[config.mk]
export PLATFORM = sky130hd
export DESIGN_NAME = sha256_message_hasher_flat
export DESIGN_NICKNAME = d
export VERILOG_FILES = /design/src/rtl/core/sha256_pkg.sv /design/src/rtl/core/sha256_if.sv /design/src/rtl/core/sha256_message_hasher.sv /design/src/flat_wrapper.sv
export SDC_FILE = /design/constraint.sdc
export NUM_CORES = 2
export LEC_CHECK = 0
export BUFFER_PORTS_ARGS = -buffer_cell sky130_fd_sc_hd__buf_2
export CORE_MARGIN = 1
export CORE_UTILIZATION = 60
export CTS_CLUSTER_DIAMETER = 30
export DETAILED_ROUTE_END_ITERATION = 7
export PLACE_DENSITY = 0.75
export SLEW_MARGIN = 20
export SYNTH_ARGS = -nofsm -noshare
export SYNTH_HDL_FRONTEND = slang
export SYNTH_SLANG_ARGS = --single-unit
[constraint.sdc]
create_clock -name clk -period 21.2 [get_ports clk]
set_clock_uncertainty 0.05 [all_clocks]
set_input_delay 4.24 -clock clk [delete_from_list [all_inputs] [get_ports clk]]
set_output_delay 4.24 -clock clk [all_outputs]
set_load 0.02 [all_outputs]
[src/rtl/core/sha256_pkg.sv]
`timescale 1ns / 1ps

package sha256_pkg;

  typedef logic [31:0] word_t;

  localparam int unsigned Rounds     = 64;
  localparam int unsigned BlockBytes = 64;
  localparam int unsigned LenPos     = 56;
  localparam int unsigned HashWords  = 8;
  localparam logic [7:0]  PadMark    = 8'h80;

  typedef enum logic [4:0] {
    ST_IDLE  = 5'b00001,
    ST_ROUND = 5'b00010,
    ST_FINAL = 5'b00100,
    ST_PAD   = 5'b01000,
    ST_OUT   = 5'b10000
  } state_t;

  localparam word_t RoundK [Rounds] = '{
    32'h428a2f98, 32'h71374491, 32'hb5c0fbcf, 32'he9b5dba5,
    32'h3956c25b, 32'h59f111f1, 32'h923f82a4, 32'hab1c5ed5,
    32'hd807aa98, 32'h12835b01, 32'h243185be, 32'h550c7dc3,
    32'h72be5d74, 32'h80deb1fe, 32'h9bdc06a7, 32'hc19bf174,
    32'he49b69c1, 32'hefbe4786, 32'h0fc19dc6, 32'h240ca1cc,
    32'h2de92c6f, 32'h4a7484aa, 32'h5cb0a9dc, 32'h76f988da,
    32'h983e5152, 32'ha831c66d, 32'hb00327c8, 32'hbf597fc7,
    32'hc6e00bf3, 32'hd5a79147, 32'h06ca6351, 32'h14292967,
    32'h27b70a85, 32'h2e1b2138, 32'h4d2c6dfc, 32'h53380d13,
    32'h650a7354, 32'h766a0abb, 32'h81c2c92e, 32'h92722c85,
    32'ha2bfe8a1, 32'ha81a664b, 32'hc24b8b70, 32'hc76c51a3,
    32'hd192e819, 32'hd6990624, 32'hf40e3585, 32'h106aa070,
    32'h19a4c116, 32'h1e376c08, 32'h2748774c, 32'h34b0bcb5,
    32'h391c0cb3, 32'h4ed8aa4a, 32'h5b9cca4f, 32'h682e6ff3,
    32'h748f82ee, 32'h78a5636f, 32'h84c87814, 32'h8cc70208,
    32'h90befffa, 32'ha4506ceb, 32'hbef9a3f7, 32'hc67178f2
  };

  localparam word_t InitHash [HashWords] = '{
    32'h6a09e667, 32'hbb67ae85, 32'h3c6ef372, 32'ha54ff53a,
    32'h510e527f, 32'h9b05688c, 32'h1f83d9ab, 32'h5be0cd19
  };

  function automatic word_t rotr(input word_t x, input int unsigned n);
    return (x >> n) | (x << (32 - n));
  endfunction

  function automatic word_t big_sig0(input word_t x);
    return rotr(x, 2) ^ rotr(x, 13) ^ rotr(x, 22);
  endfunction

  function automatic word_t big_sig1(input word_t x);
    return rotr(x, 6) ^ rotr(x, 11) ^ rotr(x, 25);
  endfunction

  function automatic word_t small_sig0(input word_t x);
    return rotr(x, 7) ^ rotr(x, 18) ^ (x >> 3);
  endfunction

  function automatic word_t small_sig1(input word_t x);
    return rotr(x, 17) ^ rotr(x, 19) ^ (x >> 10);
  endfunction

endpackage

[src/rtl/core/sha256_if.sv]
`timescale 1ns / 1ps

interface sha256_in_if;
  logic       valid;
  logic       ready;
  logic [7:0] msg_byte;
  logic       byte_present;
  logic       end_of_message;

  modport source (output valid, msg_byte, byte_present, end_of_message, input ready);
  modport sink (input valid, msg_byte, byte_present, end_of_message, output ready);
endinterface

interface sha256_out_if;
  logic        valid;
  logic        ready;
  logic [31:0] digest_word;
  logic [2:0]  word_number;
  logic        last_word;

  modport source (output valid, digest_word, word_number, last_word, input ready);
  modport sink (input valid, digest_word, word_number, last_word, output ready);
endinterface

[src/rtl/core/sha256_message_hasher.sv]
// per block: each byte beat is taken while idle; the beat that fills a block is followed
//   by the compression rounds and then the hash update
// end of message: padding bytes are shifted in up to the block end, then one or two
//   compressions, then 8 digest beats, one per cycle when not stalled
// single shared round unit: no new byte is taken while a block is compressed, padded or output
// reset: synchronous active-low, loads the initial hash and clears count and length
`timescale 1ns / 1ps

module sha256_message_hasher (
  input  logic               clk,
  input  logic               rst_n,
  sha256_in_if.sink          in_chan,
  sha256_out_if.source       out_chan
);

  sha256_pkg::state_t state_r, state_nxt;
  logic [511:0]       msg_r, msg_nxt;
  logic [5:0]         fill_r, fill_nxt;
  logic [63:0]        bitlen_r, bitlen_nxt;
  logic [63:0]        len_r, len_nxt;
  logic [5:0]         round_r, round_nxt;
  logic [2:0]         wc_r, wc_nxt;
  sha256_pkg::word_t  hash_r [sha256_pkg::HashWords];
  sha256_pkg::word_t  hash_nxt [sha256_pkg::HashWords];
  sha256_pkg::word_t  work_r [sha256_pkg::HashWords];
  sha256_pkg::word_t  work_nxt [sha256_pkg::HashWords];
  logic               end_pend_r, end_pend_nxt;
  logic               mark_r, mark_nxt;
  logic               extra_r, extra_nxt;
  logic               final_r, final_nxt;

  logic               in_beat;
  logic               out_beat;
  logic               len_phase;
  logic [7:0]         pad_byte;
  sha256_pkg::word_t  w0, w1, w9, w14, new_w, t1, t2, ch, maj;

  assign in_chan.ready = (state_r == sha256_pkg::ST_IDLE);
  assign in_beat       = in_chan.valid & in_chan.ready;

  assign out_chan.valid       = (state_r == sha256_pkg::ST_OUT);
  assign out_chan.digest_word = hash_r[0];
  assign out_chan.word_number = wc_r;
  assign out_chan.last_word   = (wc_r == 3'd7);
  assign out_beat             = out_chan.valid & out_chan.ready;

  // schedule window lives in the message shift register, oldest word on top
  assign w0  = msg_r[511:480];
  assign w1  = msg_r[479:448];
  assign w9  = msg_r[223:192];
  assign w14 = msg_r[63:32];

  assign new_w = sha256_pkg::small_sig1(w14) + w9 + sha256_pkg::small_sig0(w1) + w0;
  assign ch    = (work_r[4] & work_r[5]) ^ (~work_r[4] & work_r[6]);
  assign maj   = (work_r[0] & work_r[1]) ^ (work_r[0] & work_r[2]) ^ (work_r[1] & work_r[2]);
  assign t1    = work_r[7] + sha256_pkg::big_sig1(work_r[4]) + ch
               + sha256_pkg::RoundK[round_r] + w0;
  assign t2    = sha256_pkg::big_sig0(work_r[0]) + maj;

  assign len_phase = mark_r & ~extra_r & (fill_r >= 6'(sha256_pkg::LenPos));

  always_comb begin
    priority if (!mark_r) begin
      pad_byte = sha256_pkg::PadMark;
    end else if (len_phase) begin
      pad_byte = len_r[63:56];
    end else begin
      pad_byte = 8'h00;
    end
  end

  always_comb begin
    state_nxt    = state_r;
    msg_nxt      = msg_r;
    fill_nxt     = fill_r;
    bitlen_nxt   = bitlen_r;
    len_nxt      = len_r;
    round_nxt    = round_r;
    wc_nxt       = wc_r;
    hash_nxt     = hash_r;
    work_nxt     = work_r;
    end_pend_nxt = end_pend_r;
    mark_nxt     = mark_r;
    extra_nxt    = extra_r;
    final_nxt    = final_r;

    unique case (state_r)
      sha256_pkg::ST_IDLE: begin
        if (in_beat) begin
          if (in_chan.byte_present) begin
            msg_nxt  = {msg_r[503:0], in_chan.msg_byte};
            fill_nxt = fill_r + 6'd1;
          end
          if (in_chan.byte_present && (fill_r == 6'(sha256_pkg::BlockBytes - 1))) begin
            bitlen_nxt   = bitlen_r + 64'd512;
            work_nxt     = hash_r;
            round_nxt    = '0;
            end_pend_nxt = in_chan.end_of_message;
            state_nxt    = sha256_pkg::ST_ROUND;
          end else if (in_chan.end_of_message) begin
            state_nxt = sha256_pkg::ST_PAD;
          end
        end
      end

      sha256_pkg::ST_ROUND: begin
        work_nxt[7] = work_r[6];
        work_nxt[6] = work_r[5];
        work_nxt[5] = work_r[4];
        work_nxt[4] = work_r[3] + t1;
        work_nxt[3] = work_r[2];
        work_nxt[2] = work_r[1];
        work_nxt[1] = work_r[0];
        work_nxt[0] = t1 + t2;
        msg_nxt     = {msg_r[479:0], new_w};
        round_nxt   = round_r + 6'd1;
        if (round_r == 6'(sha256_pkg::Rounds - 1)) begin
          state_nxt = sha256_pkg::ST_FINAL;
        end
      end

      sha256_pkg::ST_FINAL: begin
        for (int j = 0; j < sha256_pkg::HashWords; j++) begin
          hash_nxt[j] = hash_r[j] + work_r[j];
        end
        priority if (final_r) begin
          wc_nxt    = '0;
          state_nxt = sha256_pkg::ST_OUT;
        end else if (end_pend_r || mark_r) begin
          end_pend_nxt = 1'b0;
          state_nxt    = sha256_pkg::ST_PAD;
        end else begin
          state_nxt = sha256_pkg::ST_IDLE;
        end
      end

      sha256_pkg::ST_PAD: begin
        msg_nxt  = {msg_r[503:0], pad_byte};
        fill_nxt = fill_r + 6'd1;
        if (!mark_r) begin
          // data bytes never leave the low 9 bits of the length set
          mark_nxt  = 1'b1;
          extra_nxt = (fill_r >= 6'(sha256_pkg::LenPos));
          len_nxt   = {bitlen_r[63:9], fill_r, 3'b000};
        end
        if (len_phase) begin
          len_nxt = {len_r[55:0], 8'h00};
        end
        if (fill_r == 6'(sha256_pkg::BlockBytes - 1)) begin
          extra_nxt = 1'b0;
          final_nxt = len_phase;
          work_nxt  = hash_r;
          round_nxt = '0;
          state_nxt = sha256_pkg::ST_ROUND;
        end
      end

      sha256_pkg::ST_OUT: begin
        if (out_beat) begin
          // shift the digest out and refill with the initial values behind it
          for (int j = 0; j < sha256_pkg::HashWords - 1; j++) begin
            hash_nxt[j] = hash_r[j + 1];
          end
          hash_nxt[sha256_pkg::HashWords - 1] = sha256_pkg::InitHash[wc_r];
          wc_nxt = wc_r + 3'd1;
          if (wc_r == 3'd7) begin
            bitlen_nxt = '0;
            mark_nxt   = 1'b0;
            final_nxt  = 1'b0;
            state_nxt  = sha256_pkg::ST_IDLE;
          end
        end
      end

      default: begin
        state_nxt = sha256_pkg::ST_IDLE;
      end
    endcase
  end

  always_ff @(posedge clk) begin
    if (!rst_n) begin
      state_r    <= sha256_pkg::ST_IDLE;
      fill_r     <= '0;
      bitlen_r   <= '0;
      round_r    <= '0;
      wc_r       <= '0;
      hash_r     <= sha256_pkg::InitHash;
      end_pend_r <= 1'b0;
      mark_r     <= 1'b0;
      extra_r    <= 1'b0;
      final_r    <= 1'b0;
    end else begin
      state_r    <= state_nxt;
      fill_r     <= fill_nxt;
      bitlen_r   <= bitlen_nxt;
      round_r    <= round_nxt;
      wc_r       <= wc_nxt;
      hash_r     <= hash_nxt;
      end_pend_r <= end_pend_nxt;
      mark_r     <= mark_nxt;
      extra_r    <= extra_nxt;
      final_r    <= final_nxt;
    end
  end

  always_ff @(posedge clk) begin
    msg_r  <= msg_nxt;
    len_r  <= len_nxt;
    work_r <= work_nxt;
  end

endmodule

[src/flat_wrapper.sv]
// flat-port wrapper written by rule: the top's interface ports become plain ports
module sha256_message_hasher_flat 
  (clk, rst_n, in_chan_valid, in_chan_msg_byte, in_chan_byte_present, in_chan_end_of_message, in_chan_ready, out_chan_valid, out_chan_digest_word, out_chan_word_number, out_chan_last_word, out_chan_ready);
  sha256_in_if in_chan_i ();
  sha256_out_if out_chan_i ();
  input  logic clk;
  input  logic rst_n;
  input wire logic [$bits(in_chan_i.valid)-1:0] in_chan_valid;
  input wire logic [$bits(in_chan_i.msg_byte)-1:0] in_chan_msg_byte;
  input wire logic [$bits(in_chan_i.byte_present)-1:0] in_chan_byte_present;
  input wire logic [$bits(in_chan_i.end_of_message)-1:0] in_chan_end_of_message;
  output wire logic [$bits(in_chan_i.ready)-1:0] in_chan_ready;
  output wire logic [$bits(out_chan_i.valid)-1:0] out_chan_valid;
  output wire logic [$bits(out_chan_i.digest_word)-1:0] out_chan_digest_word;
  output wire logic [$bits(out_chan_i.word_number)-1:0] out_chan_word_number;
  output wire logic [$bits(out_chan_i.last_word)-1:0] out_chan_last_word;
  input wire logic [$bits(out_chan_i.ready)-1:0] out_chan_ready;
  assign in_chan_i.valid = in_chan_valid;
  assign in_chan_i.msg_byte = in_chan_msg_byte;
  assign in_chan_i.byte_present = in_chan_byte_present;
  assign in_chan_i.end_of_message = in_chan_end_of_message;
  assign in_chan_ready = in_chan_i.ready;
  assign out_chan_valid = out_chan_i.valid;
  assign out_chan_digest_word = out_chan_i.digest_word;
  assign out_chan_word_number = out_chan_i.word_number;
  assign out_chan_last_word = out_chan_i.last_word;
  assign out_chan_i.ready = out_chan_ready;
  sha256_message_hasher u_core (.clk(clk), .rst_n(rst_n), .in_chan(in_chan_i), .out_chan(out_chan_i));
endmodule
Yosys cells after proc, flatten, opt, wreduce, memory -nomap -nowiden --
Memories as Yosys holds them, arrays and structs flattened. Index checks and enable logic that the tools add are counted.
Storage, ports and cells: flip-flop bits (word level) 1173, bits in read-only memories 2304, input port bits 14, output and inout port bits 38, logic and storage cells 185, memories 2
Memory list:
- (no name shown) | words 64, width 32, read ports 1, clocked after Yosys merged registers in 0, wr ports 0, RTL line sha256_message_hasher.sv:57 | + sha256_pkg::RoundK[round_r] + w0;
- (no name shown) | words 8, width 32, read ports 1, clocked after Yosys merged registers in 0, wr ports 0, RTL line sha256_message_hasher.sv:164 | hash_nxt[sha256_pkg::HashWords - 1] = sha256_pkg::InitHash[wc_r];
Cells by class: add/sub/neg operators 22, order comparisons 3, equality and inequality tests 21, mux-type cells 54, bitwise logic cells 34, reductions and logical operators 20
Operator list (count):
- $pmux W512 S3 | 1
- $mux W256 | 4
- $mux W512 | 2
- $pmux W256 S3 | 1
- $add A32 B32 Y32 | 18
- $pmux W256 S2 | 1
- $mux W64 | 6
- $xor A32 B32 Y32 | 9
- $and A32 B32 Y32 | 5
- $mux W32 | 4
- $pmux W64 S2 | 1
- $add A64 B10 Y64 const B | 1
- $mux W5 | 8
- $not A32 Y32 | 1
- $or A10 B32 Y32 | 1
- $or A13 B32 Y32 | 1
- $or A14 B32 Y32 | 1
- $or A15 B32 Y32 | 1
- $or A19 B32 Y32 | 1
- $or A21 B32 Y32 | 1
- $or A25 B32 Y32 | 1
- $or A26 B32 Y32 | 1
- $or A30 B32 Y32 | 1
- $or A7 B32 Y32 | 1
- 40 further kinds | 82

Longest topological paths before layout --
depth in word-level cells 9, mapped depth 42, mapped depth without buffers 38

Worst setup path after synthesis --
OpenSTA, ideal clock, no wires.
kind in2reg, start point input in_chan_valid, end point register u_core.msg_r[0], enable pin, library setup time 3648 ps, arrival 12569 ps, data required time 17502 ps, path slack 4934 ps, stages 2, path buffers 0, path through nand3_1 -> nand2_1
Between the ends: longest elaborated chain between the ends 3
RTL lines:
- start: declaration | RTL line flat_wrapper.sv:8 | input wire logic [$bits(in_chan_i.valid)-1:0] in_chan_valid;
- $and A1 B1 Y1 | RTL line sha256_message_hasher.sv:39 | assign in_beat = in_chan.valid & in_chan.ready;
- $ne A2 B2 Y1 (no source line)
- $reduce_and A3 Y1 (no source line)
- end signal: assignment | RTL line sha256_message_hasher.sv:208 | msg_r <= msg_nxt;
- end: declaration | RTL line sha256_message_hasher.sv:17 | logic [511:0] msg_r, msg_nxt;
Every way passes these cells. A chain may end at the register's enable or synchronous reset.

==> metrics.txt <==
status finished, final reports clean; DR WL/cell 23.4 um; Synth Area in Compound Gates 0.154; post-synthesis async set-or-reset flop share 0; Yosys reg bits 1164; Nets slightly above 9000; largest net degree at the start of global routing 220; maximum VDD drop about 0.32 mV; sequential fraction of the synthesis area 0.409; mux cell area share after synthesis 0.0161; GRT Residual Overflow 0; Setup-failing EPs final 0; Yosys top cell by area edfxtp_1; DRT Pass-1 Iters 6; DP HPWL 168000 um; CTS resizes 0; most frequent CP cell nor2_1; pwr/cell area about 210 nW/um^2; Clock power frac 0.241; Ys Warns 0; list of most frequent post-synthesis cells nand2_1 (2578), edfxtp_1 (829), clkbuf_1 (487); Mean Syn Cell Area 8.82 um^2; CP startpoint kind register; clk sinks about 1200; Highest Clock Rate 92.2 MHz; slew at the pin with the worst max-slew slack 1.35 ns; main flop type after synthesis edfxtp_1; CP Class reg2reg; clk buf depth 4; H-tree depth 5; Net Sw Frac 0.442; Die Height ~360 um; Leak Pwr 35.9 nW; XOR/XNOR share of the synthesized area 0.0701; CP peak stage delay 0.74 ns; 1st-iter DRT viols approximately 8400; Post-DP Area 78000 um^2; top post-synthesis cells by area edfxtp_1 (32%), nand2_1 (13%), dfxtp_1 (8.7%), ha_1 (6.6%), fa_1 (5.1%); most common cell in the netlist nand2_1; Worst setup EP type register; count of input and output buffers 51; period utilization 0.512; Hold WS 0.436 ns; Starting Density 0.605; FP Rows 131; number of global-route vias before repair approximately 63000; number of clock buffers inserted by TritonCTS 291; EDFF count, synth 829; Sum Neg Setup Slack 0 ns; top cell type's share of synthesized area 0.323; share of cells above drive strength 1 0.0793; core area 128000 um^2; routability cong. 1.00; TritonCTS clock tree built; I/O pins 52; Seq pwr share 0.190; Worst EP arrival 11.53 ns; Max stage delay cell, worst path ha_1; final hold violations 0; overall power between 15 and 20 mW; Max-Cap Viols 0; main combinational cell family by area after synthesis simple AND/OR/NAND/NOR gates; Die Area 130000 um^2; Synth Area in Adders 0.120; min-delay worst type reg2reg; area growth from synthesis to layout 13.7%; combinational share of power 0.569; antenna cells 0; worst relative slew slack 0.101; CP required 21.89 ns; Synthesized Nets ~9400; Post-Syn Area 77200 um^2; max-slew violation count 0; gr usage total 0.371; drt drc 0; Die Width 361 um; DR vias 66037; Clock Pin Slew Worst Setup and Hold Paths 0.04 ns; P_sw 8.11 mW; final wirelength 245000 um; maximum fanout along the worst path 32; RSZ-0062 raised after global routing no; Vias per Instance 6.30; fin area 87800 um^2; Synth cell types approximately 110; Clock Latency Late Sink 0.88 ns; Cell Int Power 10.2 mW; Post-DRT Antenna Nets 0; Mapped Cells about 8700; first-pass GRT wire length 374000 um; number of cells after detailed placement 9969; Post-CTS Setup Inserts 0; initial antenna violation count 2; # hold bufs at CTS 0; Final min period 10.85 ns; CTS root buf clkbuf_16; Finished Layout Cells 10481; Simple-Gate Fraction of Synth Area 0.189
[state kept, by name, summed over array words and instances (netlist names), 5 cells and up]
| register | cells |
|---|---|
| u_core.bitlen_r | 55 |
| u_core.fill_r | 6 |
| u_core.hash_r | 224 |
| u_core.len_r | 61 |
| u_core.msg_r | 512 |
| u_core.out_chan.digest_word | 32 |
| u_core.round_r | 6 |
| u_core.state_r | 5 |
| u_core.work_r | 256 |
[layer usage]
layer  global-route usage  vias to the layer above  share of wire
met5                    0                        -       0.000073
met4                0.134                        4          0.035
met3               0.0894                      605           0.11
met2                0.542                     3397           0.43
met1                0.534                    31967           0.42
li1                     -                    30064              -
[worst max-delay path, delay by kind of cell (launching register included)]
| family | cells | cell delay [ns] |
|---|---|---|
| AO/OA/AOI/OAI | 13 | 3.19 |
| XOR/XNOR | 1 | 0.55 |
| adder cells (fa/ha/maj) | 7 | 3.48 |
| buffers and inverters | 4 | 0.97 |
| flip-flops | 1 | 0.30 |
| AND/OR/NAND/NOR | 10 | 2.17 |
[layout by cell type (no fill, tap or decap), drive strengths merged, types with 85 or more instances in the layout]
cell and instances:
a21oi 456, inv 276, nor3 95, a21o 156, o21ai 527, clkbuf 365
buf 117, nor2 432, fa 195, ha 407, nand3 107, xnor2 409
edfxtp 829, dfxtp 335, o211ai 95, o21a 85, nand2 2578, a211oi 90
xor2 203
[power by group through the flow]
| stage | Sequential [mW] | Clock [mW] | Combinational (mW) |
|---|---|---|---|
| 3_3_place_gp | 3.48 | 0 | 10.0 |
| 2_1_floorplan | 3.47 | 0 | 7.61 |
| 6_report | 3.48 | 4.43 | 10.4 |
| 4_1_cts | 3.46 | 4.46 | 10.2 |
| 3_5_place_dp | 3.49 | 0 | 10.1 |
| 5_1_grt | 3.51 | 4.57 | 11.4 |
[worst paths after layout]
path | slack [ns] | start | end | depth (start not counted)
max reg2reg | 10.35 | u_core.round_r[0] | u_core.work_r[253] | 35
max | 10.35 | u_core.round_r[0] | u_core.work_r[253] | 35
min reg2reg | 0.44 | u_core.hash_r[116] | u_core.hash_r[148] | 2
min | 0.44 | u_core.hash_r[116] | u_core.hash_r[148] | 2
[per-stage QoR]
step | util | setup slack [ns]
after floorplan | - | 4.93
after global placement | 0.611 | 10.56
after detailed placement | 0.611 | 10.48
after CTS | 0.688 | 10.46
after global routing | 0.688 | 9.87
final | 0.688 | 10.35
[cells by family (layout without fill, tap and decap cells)]
logic type                 after synthesis  count (layout)
AOI/OAI and AO/OA                     1859            1859
xor gates and xnor gates               614             614
adders and majority gates              628             628
buffers and inverters                  822             892
DFF                                   1164            1164
muxes                                  108             108
and+or+nand+nor                       3554            3554
[layout make-up]
class | count | area [um^2]
clock buffer | 365 | 7980
fill | 9762 | 39800
tap | 1662 | 2080
clock inverter | 147 | 1790
inverter | 263 | 1000
timing repair buffer | 117 | 865
sequential | 1164 | 31600
multi-input combinational | 6763 | 42400
(Power assumes the default switching activity.)
